### src/rtl/mac_pkg.sv
// Shared types and constants for the multiply-accumulate unit.
// No dependencies; imported by mac_check and multiply_accumulate_unit.
package mac_pkg;

   localparam int unsigned WORD_W = 32;
   localparam int unsigned IDX_W  = 4;
   localparam int unsigned MODE_W = 3;

   // Register number of the program counter, never a legal operand here
   localparam logic [IDX_W-1:0] PC_INDEX = 4'd15;

   // Operation codes; the two highest codes carry no operation
   typedef enum logic [MODE_W-1:0] {
      MODE_MUL   = 3'd0,
      MODE_MLA   = 3'd1,
      MODE_UMULL = 3'd2,
      MODE_UMLAL = 3'd3,
      MODE_SMULL = 3'd4,
      MODE_SMLAL = 3'd5
   } mode_type;

   // Decoded control for one transaction
   typedef struct packed {
      logic unpredictable;
      logic is_long;
      logic accumulate;
      logic signed_mul;
   } mac_ctrl_type;

endpackage

### src/rtl/multiply_accumulate_unit.sv
// Top level of the multiply-accumulate unit: input, product and result stages.
// Depends on mac_pkg and mac_check.
//
//   Channel   Direction   Handshake               Carries
//   req_      in          req_valid / req_ready   one decoded multiply instruction
//   rsp_      out         rsp_valid / rsp_ready   result words, write enables, N/Z
//
// Three registers: input, product (the 33x33 multiplier) and result (the
// 64-bit accumulate add). A request passes through them in order before its
// response is presented. One transaction is accepted every cycle while the
// response side keeps up. Reset clears the stage valid bits only. A stalled
// response holds its stage, the stages behind it keep filling, and req_ready
// drops once all three stages hold a transaction.
module multiply_accumulate_unit (
   input  logic                          clock,
   input  logic                          reset,
   input  logic                          req_valid,
   output logic                          req_ready,
   input  logic [mac_pkg::MODE_W-1:0]    req_mode,
   input  logic                          req_set_flags,
   input  logic [mac_pkg::WORD_W-1:0]    req_op_m,
   input  logic [mac_pkg::WORD_W-1:0]    req_op_s,
   input  logic [mac_pkg::WORD_W-1:0]    req_acc_lo,
   input  logic [mac_pkg::WORD_W-1:0]    req_acc_hi,
   input  logic [mac_pkg::IDX_W-1:0]     req_idx_m,
   input  logic [mac_pkg::IDX_W-1:0]     req_idx_s,
   input  logic [mac_pkg::IDX_W-1:0]     req_idx_n,
   input  logic [mac_pkg::IDX_W-1:0]     req_idx_dst_lo,
   input  logic [mac_pkg::IDX_W-1:0]     req_idx_dst_hi,
   output logic                          rsp_valid,
   input  logic                          rsp_ready,
   output logic [mac_pkg::WORD_W-1:0]    rsp_result_lo,
   output logic [mac_pkg::WORD_W-1:0]    rsp_result_hi,
   output logic                          rsp_write_lo,
   output logic                          rsp_write_hi,
   output logic                          rsp_flag_n,
   output logic                          rsp_flag_z,
   output logic                          rsp_flags_write,
   output logic                          rsp_unpredictable
);
   import mac_pkg::*;

   localparam int unsigned DWORD_W = 2 * WORD_W;

   // Stage enables
   logic s1_open;
   logic s2_open;
   logic out_open;

   // Input stage
   logic                 s1_valid_ff, s1_valid_in;
   logic [MODE_W-1:0]    s1_mode_ff;
   logic                 s1_set_flags_ff;
   logic [WORD_W-1:0]    s1_op_m_ff, s1_op_s_ff, s1_acc_lo_ff, s1_acc_hi_ff;
   logic [IDX_W-1:0]     s1_idx_m_ff, s1_idx_s_ff, s1_idx_n_ff;
   logic [IDX_W-1:0]     s1_idx_dst_lo_ff, s1_idx_dst_hi_ff;

   // Product stage
   logic                 s2_valid_ff, s2_valid_in;
   mac_ctrl_type         s1_ctrl;
   mac_ctrl_type         s2_ctrl_ff;
   logic                 s2_set_flags_ff;
   logic [DWORD_W-1:0]   s2_prod_ff, s2_prod_in;
   logic [DWORD_W-1:0]   s2_acc_ff, s2_acc_in;

   logic signed [WORD_W:0]     mul_a, mul_b;
   logic signed [2*WORD_W+1:0] mul_full;

   // Result stage
   logic                 rsp_valid_ff, rsp_valid_in;
   logic [WORD_W-1:0]    rsp_result_lo_ff, rsp_result_lo_in;
   logic [WORD_W-1:0]    rsp_result_hi_ff, rsp_result_hi_in;
   logic                 rsp_write_lo_ff, rsp_write_lo_in;
   logic                 rsp_write_hi_ff, rsp_write_hi_in;
   logic                 rsp_flag_n_ff, rsp_flag_n_in;
   logic                 rsp_flag_z_ff, rsp_flag_z_in;
   logic                 rsp_flags_write_ff, rsp_flags_write_in;
   logic                 rsp_unpredictable_ff, rsp_unpredictable_in;

   logic [DWORD_W-1:0]   sum;
   logic                 sum_n;
   logic                 sum_z;

   // Advance a stage when it is empty or its contents move on
   assign out_open  = !rsp_valid_ff || rsp_ready;
   assign s2_open   = !s2_valid_ff || out_open;
   assign s1_open   = !s1_valid_ff || s2_open;
   assign req_ready = s1_open;

   assign s1_valid_in  = s1_open  ? req_valid   : s1_valid_ff;
   assign s2_valid_in  = s2_open  ? s1_valid_ff : s2_valid_ff;
   assign rsp_valid_in = out_open ? s2_valid_ff : rsp_valid_ff;

   always_ff @(posedge clock) begin
      if (reset) begin
         s1_valid_ff  <= 1'b0;
         s2_valid_ff  <= 1'b0;
         rsp_valid_ff <= 1'b0;
      end else begin
         s1_valid_ff  <= s1_valid_in;
         s2_valid_ff  <= s2_valid_in;
         rsp_valid_ff <= rsp_valid_in;
      end
   end

   // Capture the request transaction
   always_ff @(posedge clock) begin
      if (req_valid && s1_open) begin
         s1_mode_ff       <= req_mode;
         s1_set_flags_ff  <= req_set_flags;
         s1_op_m_ff       <= req_op_m;
         s1_op_s_ff       <= req_op_s;
         s1_acc_lo_ff     <= req_acc_lo;
         s1_acc_hi_ff     <= req_acc_hi;
         s1_idx_m_ff      <= req_idx_m;
         s1_idx_s_ff      <= req_idx_s;
         s1_idx_n_ff      <= req_idx_n;
         s1_idx_dst_lo_ff <= req_idx_dst_lo;
         s1_idx_dst_hi_ff <= req_idx_dst_hi;
      end
   end

   // Decode and check register use
   mac_check u_check (
      .mode       (mode_type'(s1_mode_ff)),
      .idx_m      (s1_idx_m_ff),
      .idx_s      (s1_idx_s_ff),
      .idx_n      (s1_idx_n_ff),
      .idx_dst_lo (s1_idx_dst_lo_ff),
      .idx_dst_hi (s1_idx_dst_hi_ff),
      .ctrl       (s1_ctrl)
   );

   // Extend the factors by one bit so one signed multiplier serves both forms
   assign mul_a    = signed'({s1_ctrl.signed_mul & s1_op_m_ff[WORD_W-1], s1_op_m_ff});
   assign mul_b    = signed'({s1_ctrl.signed_mul & s1_op_s_ff[WORD_W-1], s1_op_s_ff});
   assign mul_full = mul_a * mul_b;

   // Select the addend: rn for the short form, rdhi:rdlo for the long one
   always_comb begin
      s2_prod_in = mul_full[DWORD_W-1:0];
      s2_acc_in  = '0;
      if (s1_ctrl.accumulate) begin
         s2_acc_in[WORD_W-1:0] = s1_acc_lo_ff;
         if (s1_ctrl.is_long) begin
            s2_acc_in[DWORD_W-1:WORD_W] = s1_acc_hi_ff;
         end
      end
   end

   always_ff @(posedge clock) begin
      if (s1_valid_ff && s2_open) begin
         s2_ctrl_ff      <= s1_ctrl;
         s2_set_flags_ff <= s1_set_flags_ff;
         s2_prod_ff      <= s2_prod_in;
         s2_acc_ff       <= s2_acc_in;
      end
   end

   // Accumulate and derive N and Z from the result width of the form
   assign sum   = s2_prod_ff + s2_acc_ff;
   assign sum_n = s2_ctrl_ff.is_long ? sum[DWORD_W-1] : sum[WORD_W-1];
   assign sum_z = s2_ctrl_ff.is_long ? (sum == '0) : (sum[WORD_W-1:0] == '0);

   // Drop every write when the register use is unpredictable
   always_comb begin
      rsp_result_lo_in     = '0;
      rsp_result_hi_in     = '0;
      rsp_write_lo_in      = 1'b0;
      rsp_write_hi_in      = 1'b0;
      rsp_flag_n_in        = 1'b0;
      rsp_flag_z_in        = 1'b0;
      rsp_flags_write_in   = 1'b0;
      rsp_unpredictable_in = s2_ctrl_ff.unpredictable;
      if (!s2_ctrl_ff.unpredictable) begin
         rsp_result_lo_in   = sum[WORD_W-1:0];
         rsp_write_lo_in    = 1'b1;
         rsp_write_hi_in    = s2_ctrl_ff.is_long;
         rsp_flag_n_in      = sum_n;
         rsp_flag_z_in      = sum_z;
         rsp_flags_write_in = s2_set_flags_ff;
         if (s2_ctrl_ff.is_long) begin
            rsp_result_hi_in = sum[DWORD_W-1:WORD_W];
         end
      end
   end

   always_ff @(posedge clock) begin
      if (s2_valid_ff && out_open) begin
         rsp_result_lo_ff     <= rsp_result_lo_in;
         rsp_result_hi_ff     <= rsp_result_hi_in;
         rsp_write_lo_ff      <= rsp_write_lo_in;
         rsp_write_hi_ff      <= rsp_write_hi_in;
         rsp_flag_n_ff        <= rsp_flag_n_in;
         rsp_flag_z_ff        <= rsp_flag_z_in;
         rsp_flags_write_ff   <= rsp_flags_write_in;
         rsp_unpredictable_ff <= rsp_unpredictable_in;
      end
   end

   assign rsp_valid         = rsp_valid_ff;
   assign rsp_result_lo     = rsp_result_lo_ff;
   assign rsp_result_hi     = rsp_result_hi_ff;
   assign rsp_write_lo      = rsp_write_lo_ff;
   assign rsp_write_hi      = rsp_write_hi_ff;
   assign rsp_flag_n        = rsp_flag_n_ff;
   assign rsp_flag_z        = rsp_flag_z_ff;
   assign rsp_flags_write   = rsp_flags_write_ff;
   assign rsp_unpredictable = rsp_unpredictable_ff;

   // An accepted request always occupies the input stage next cycle
   a_accept_fills: assert property (@(posedge clock) disable iff (reset)
      (req_valid && req_ready) |=> s1_valid_ff)
      else $error("accepted transaction lost at input stage");

   // An unpredictable transaction writes nothing
   a_bad_quiet: assert property (@(posedge clock) disable iff (reset)
      (rsp_valid && rsp_unpredictable) |->
         (!rsp_write_lo && !rsp_write_hi && !rsp_flags_write &&
          rsp_result_lo == '0 && rsp_result_hi == '0))
      else $error("unpredictable transaction carries a write");

   // A high word write comes only with a low word write
   a_hi_needs_lo: assert property (@(posedge clock) disable iff (reset)
      (rsp_valid && rsp_write_hi) |-> rsp_write_lo)
      else $error("high word written without low word");

   // Short forms give a zero high word and N from bit 31
   a_short_result: assert property (@(posedge clock) disable iff (reset)
      (rsp_valid && rsp_write_lo && !rsp_write_hi) |->
         (rsp_result_hi == '0 && rsp_flag_n == rsp_result_lo[WORD_W-1]))
      else $error("short form result inconsistent");

   // Long forms derive N and Z from the full 64-bit result
   a_long_flags: assert property (@(posedge clock) disable iff (reset)
      (rsp_valid && rsp_write_hi) |->
         (rsp_flag_n == rsp_result_hi[WORD_W-1] &&
          rsp_flag_z == (rsp_result_lo == '0 && rsp_result_hi == '0)))
      else $error("long form flags inconsistent");

endmodule

### src/rtl/mac_check.sv
// Operation decode and register-use check for the multiply-accumulate unit.
// Depends on mac_pkg for the operation codes and the control struct.
module mac_check (
   input  mac_pkg::mode_type              mode,
   input  logic [mac_pkg::IDX_W-1:0]      idx_m,
   input  logic [mac_pkg::IDX_W-1:0]      idx_s,
   input  logic [mac_pkg::IDX_W-1:0]      idx_n,
   input  logic [mac_pkg::IDX_W-1:0]      idx_dst_lo,
   input  logic [mac_pkg::IDX_W-1:0]      idx_dst_hi,
   output mac_pkg::mac_ctrl_type          ctrl
);
   import mac_pkg::*;

   logic short_bad;
   logic long_bad;

   // Short forms: no PC anywhere, rd must differ from rm
   assign short_bad = (idx_m == PC_INDEX) || (idx_s == PC_INDEX) ||
                      (idx_n == PC_INDEX) || (idx_dst_lo == PC_INDEX) ||
                      (idx_dst_lo == idx_m);

   // Long forms: no PC, rm, rdlo and rdhi all distinct
   assign long_bad = (idx_m == PC_INDEX) || (idx_s == PC_INDEX) ||
                     (idx_dst_lo == PC_INDEX) || (idx_dst_hi == PC_INDEX) ||
                     (idx_m == idx_dst_lo) || (idx_m == idx_dst_hi) ||
                     (idx_dst_lo == idx_dst_hi);

   // Decode the operation
   always_comb begin
      ctrl = '0;
      unique case (mode)
         MODE_MUL: begin
            ctrl.unpredictable = short_bad;
         end
         MODE_MLA: begin
            ctrl.unpredictable = short_bad;
            ctrl.accumulate    = 1'b1;
         end
         MODE_UMULL: begin
            ctrl.unpredictable = long_bad;
            ctrl.is_long       = 1'b1;
         end
         MODE_UMLAL: begin
            ctrl.unpredictable = long_bad;
            ctrl.is_long       = 1'b1;
            ctrl.accumulate    = 1'b1;
         end
         MODE_SMULL: begin
            ctrl.unpredictable = long_bad;
            ctrl.is_long       = 1'b1;
            ctrl.signed_mul    = 1'b1;
         end
         MODE_SMLAL: begin
            ctrl.unpredictable = long_bad;
            ctrl.is_long       = 1'b1;
            ctrl.accumulate    = 1'b1;
            ctrl.signed_mul    = 1'b1;
         end
         default: begin
            ctrl.unpredictable = 1'b1;
         end
      endcase
   end

endmodule

### config.mk
export PLATFORM = sky130hd
export DESIGN_NAME = multiply_accumulate_unit
export DESIGN_NICKNAME = d
export VERILOG_FILES = /design/src/rtl/mac_pkg.sv /design/src/rtl/multiply_accumulate_unit.sv /design/src/rtl/mac_check.sv
export SDC_FILE = /design/constraint.sdc
export NUM_CORES = 2
export LEC_CHECK = 0
export BUFFER_PORTS_ARGS = -buffer_cell sky130_fd_sc_hd__buf_2
export CAP_MARGIN = 30
export CORE_MARGIN = 4
export CORE_UTILIZATION = 58
export CTS_CLUSTER_SIZE = 24
export DETAILED_ROUTE_END_ITERATION = 10
export PLACE_DENSITY_LB_ADDON = 0.3
export SETUP_SLACK_MARGIN = 0.05
export SYNTH_ARGS = -nofsm -noshare
export SYNTH_HDL_FRONTEND = slang
export SYNTH_SLANG_ARGS = --single-unit
export TNS_END_PERCENT = 10
### constraint.sdc
create_clock -name clock -period 13.6 [get_ports clock]
set_clock_uncertainty 0.05 [all_clocks]
set_input_delay 1.36 -clock clock [delete_from_list [all_inputs] [get_ports clock]]
set_output_delay 1.36 -clock clock [all_outputs]
set_load 0.01 [all_outputs]
==> results.cfg <==
[finish]
final_common_cell = inv_1
area_growth_pct = 6.76
finalNetCount = 6989
final_cell_mix = inv_1 (1141), fa_1 (1126), nand2_1 (831), edfxtp_1 (353), and2_1 (330)
final_cells = 6713
drive_gt1_share_pct = 7.65

[outcome]
outcome = finished clean

[global_route]
grt_util_all_layers_pct = 30.3
grt_antenna_before_repair = 10
grt_pass1_vias = 41100
grt_max_degree = 71
grt_pass1_wl_um = 229000
grt-ovfl-total = 0

[yosys]
yosysWarnings = 0
synthArstFlopShare_pct = 0
synth_edf_count = 353
yosysSeqAreaShare_pct = 19.8
syn_area_um2 = 53800
ys_ff_latch = 356
synthesis.nets = 6901
syn_avg_cell_area_um2 = 10.1
ys_types = 91
syn_inst = 5344
synth_flop_cell = edfxtp_1

[sta]
fin_crit_ns = 9.76
slew-limit-headroom_pct = 39.4
clock.fmax_mhz = 102
layout_setup_ws_ns = 3.84
hold_viol = 0
setup-tns-final_ns = 0
slew_viol_final = 0
setup_viol = 0
rsz0062_at_grt = false
worst_slew_pin_slew_ns = 0.899
fin_crit_sh_pct = 71.8
holdWs_ns = 0.401

[hold_path]
hp-start = s1_set_flags_ff
holdPathEnd = s2_set_flags_ff
holdCritPathClass = reg -> reg
worstHoldPathCells = 0

[clock_network]
clk_pin_slew_ns = 0.06
cts_tree = done
cts_buffer_depth = 3
cts_inserted_buffers = 40
ctsRootBufferMaster = clkbuf_16
holdBufCountCts = 0
cts_sinks = 356
worstSkewPairLatency_ns = 0.59
cts_setup_buffers = 0
htree_num_levels = 2
ctsResizeCount = 0

[die]
core_um2 = 91800
num_io_pins = 228
die_h_um = 313
die_area_um2 = 97700
num_rows = 111
die_x_um = 313
initial_core_util_pct = 58.6

[detailed_routing]
drt_iter0_drc = 2934
drtPass1Iterations = 6
postRouteAntennaNets = 0
vias_per_cell = 5.66
drt_wl_total_um = 144000
wl_per_cell_um = 21.4
drcViolationCount = 0
vias = 38000

[placement]
placed_cells = 6633
port_buffers = 227
dpl.hpwl_um = 109000
place_congestion = 0.940
place_ws_ns = 3.85

[critical_path]
r2r.worst_path.cells = 30
r2r_setup_slack_ns = 3.84
critical_path_arrival_ns = 10.05
critPathKind = reg -> reg
r2r_end = s2_prod_ff[63]
cp.required_ns = 13.89
slowest_delay_ns = 1.13
cp-end-kind = flip-flop
crit_slowest_cell = fa_1
startpoint_type = flip-flop
cpMostUsedCell = fa_1
cp_max_fo = 20
timing.rr.start = s1_mode_ff[2]

[run]
maxCapViolations = 0
==> worst max-delay path: cells and delay by family, from the launching register on <==
| family | cells | cell delay, ns |
|---|---|---|
| flip-flops | 1 | 0.46 |
| adder cells (fa/ha/maj) | 9 | 5.09 |
| XOR/XNOR | 1 | 0.13 |
| AND/OR/NAND/NOR | 4 | 1.02 |
| AO/OA/AOI/OAI | 8 | 1.46 |
| buffers and inverters | 8 | 1.21 |
==> worst max path at each step <==
| stage | startpoint | endpoint | depth (start not counted) |
|---|---|---|---|
| after floorplan | rsp_ready | rsp_unpredictable_in | 2 |
| after global placement | s1_mode_ff[2] | s2_prod_ff[63] | 30 |
| after detailed placement | s1_mode_ff[2] | s2_prod_ff[63] | 30 |
| after CTS | s1_mode_ff[2] | s2_prod_ff[63] | 30 |
| after global routing | s1_mode_ff[1] | s2_prod_ff[63] | 28 |
| final | s1_mode_ff[2] | s2_prod_ff[63] | 30 |
==> through the flow <==
step / utilization (%) / instance area [µm²]
after floorplan: - / 53800
after global placement: 61.1 / 56100
after detailed placement: 61.1 / 56100
after CTS: 62.5 / 57400
after global routing: 62.6 / 57400
final: 62.6 / 57400
==> registers in the layout (all words and copies together) (netlist names), 32 cells and up <==
name           cells
s1_acc_hi_ff      32
rsp_result_hi     32
s1_acc_lo_ff      32
s2_acc_ff         64
s1_op_m_ff        32
rsp_result_lo     32
s1_op_s_ff        32
s2_prod_ff        64
==> cells in the mapped netlist, types with 79 or more instances <==
cell,n,area [µm²]
fa_1,1126,22500
a21oi_1,122,611
xnor2_1,91,797
nor2_1,148,556
inv_1,1141,4280
edfxtp_1,353,10600
o21ai_0,79,395
nand2_1,831,3120
clkbuf_1,235,882
and2_1,330,2060
ha_1,275,3440
and3_1,101,632
==> metal layers <==
layer | track usage, % | up-vias | share of wire (%)
met4 | 9.26 | 6 | 3.3
met2 | 48.7 | 1843 | 46
met5 | 0 | - | 0.030
met1 | 41.2 | 19300 | 40
met3 | 7.41 | 317 | 10
li1 | - | 16500 | -
==> cells by family after synthesis <==
| family | after synthesis | synth area share (%) |
|---|---|---|
| xor gates and xnor gates | 136 | 2.21 |
| muxes | 7 | 0.133 |
| and+or+nand+nor | 1591 | 13.9 |
| AOI/OAI and AO/OA | 453 | 5.77 |
| DFF | 356 | 19.8 |
| buffers and inverters | 1400 | 9.84 |
| adders and majority gates | 1401 | 48.3 |
==> final cells by class <==
cell class / instances / area (µm²)
tap: 1243 / 1560
timing repair buffer: 305 / 1730
fill: 7482 / 34400
clock buffer: 44 / 1020
inverter: 1141 / 4280
clock inverter: 29 / 284
sequential: 356 / 10700
multi-input combinational: 3588 / 37900
antenna: 7 / 17.5
Power is left out: the tool's default activity adds up to more than one toggle a clock period on the data nets, which glitch-free logic cannot reach.
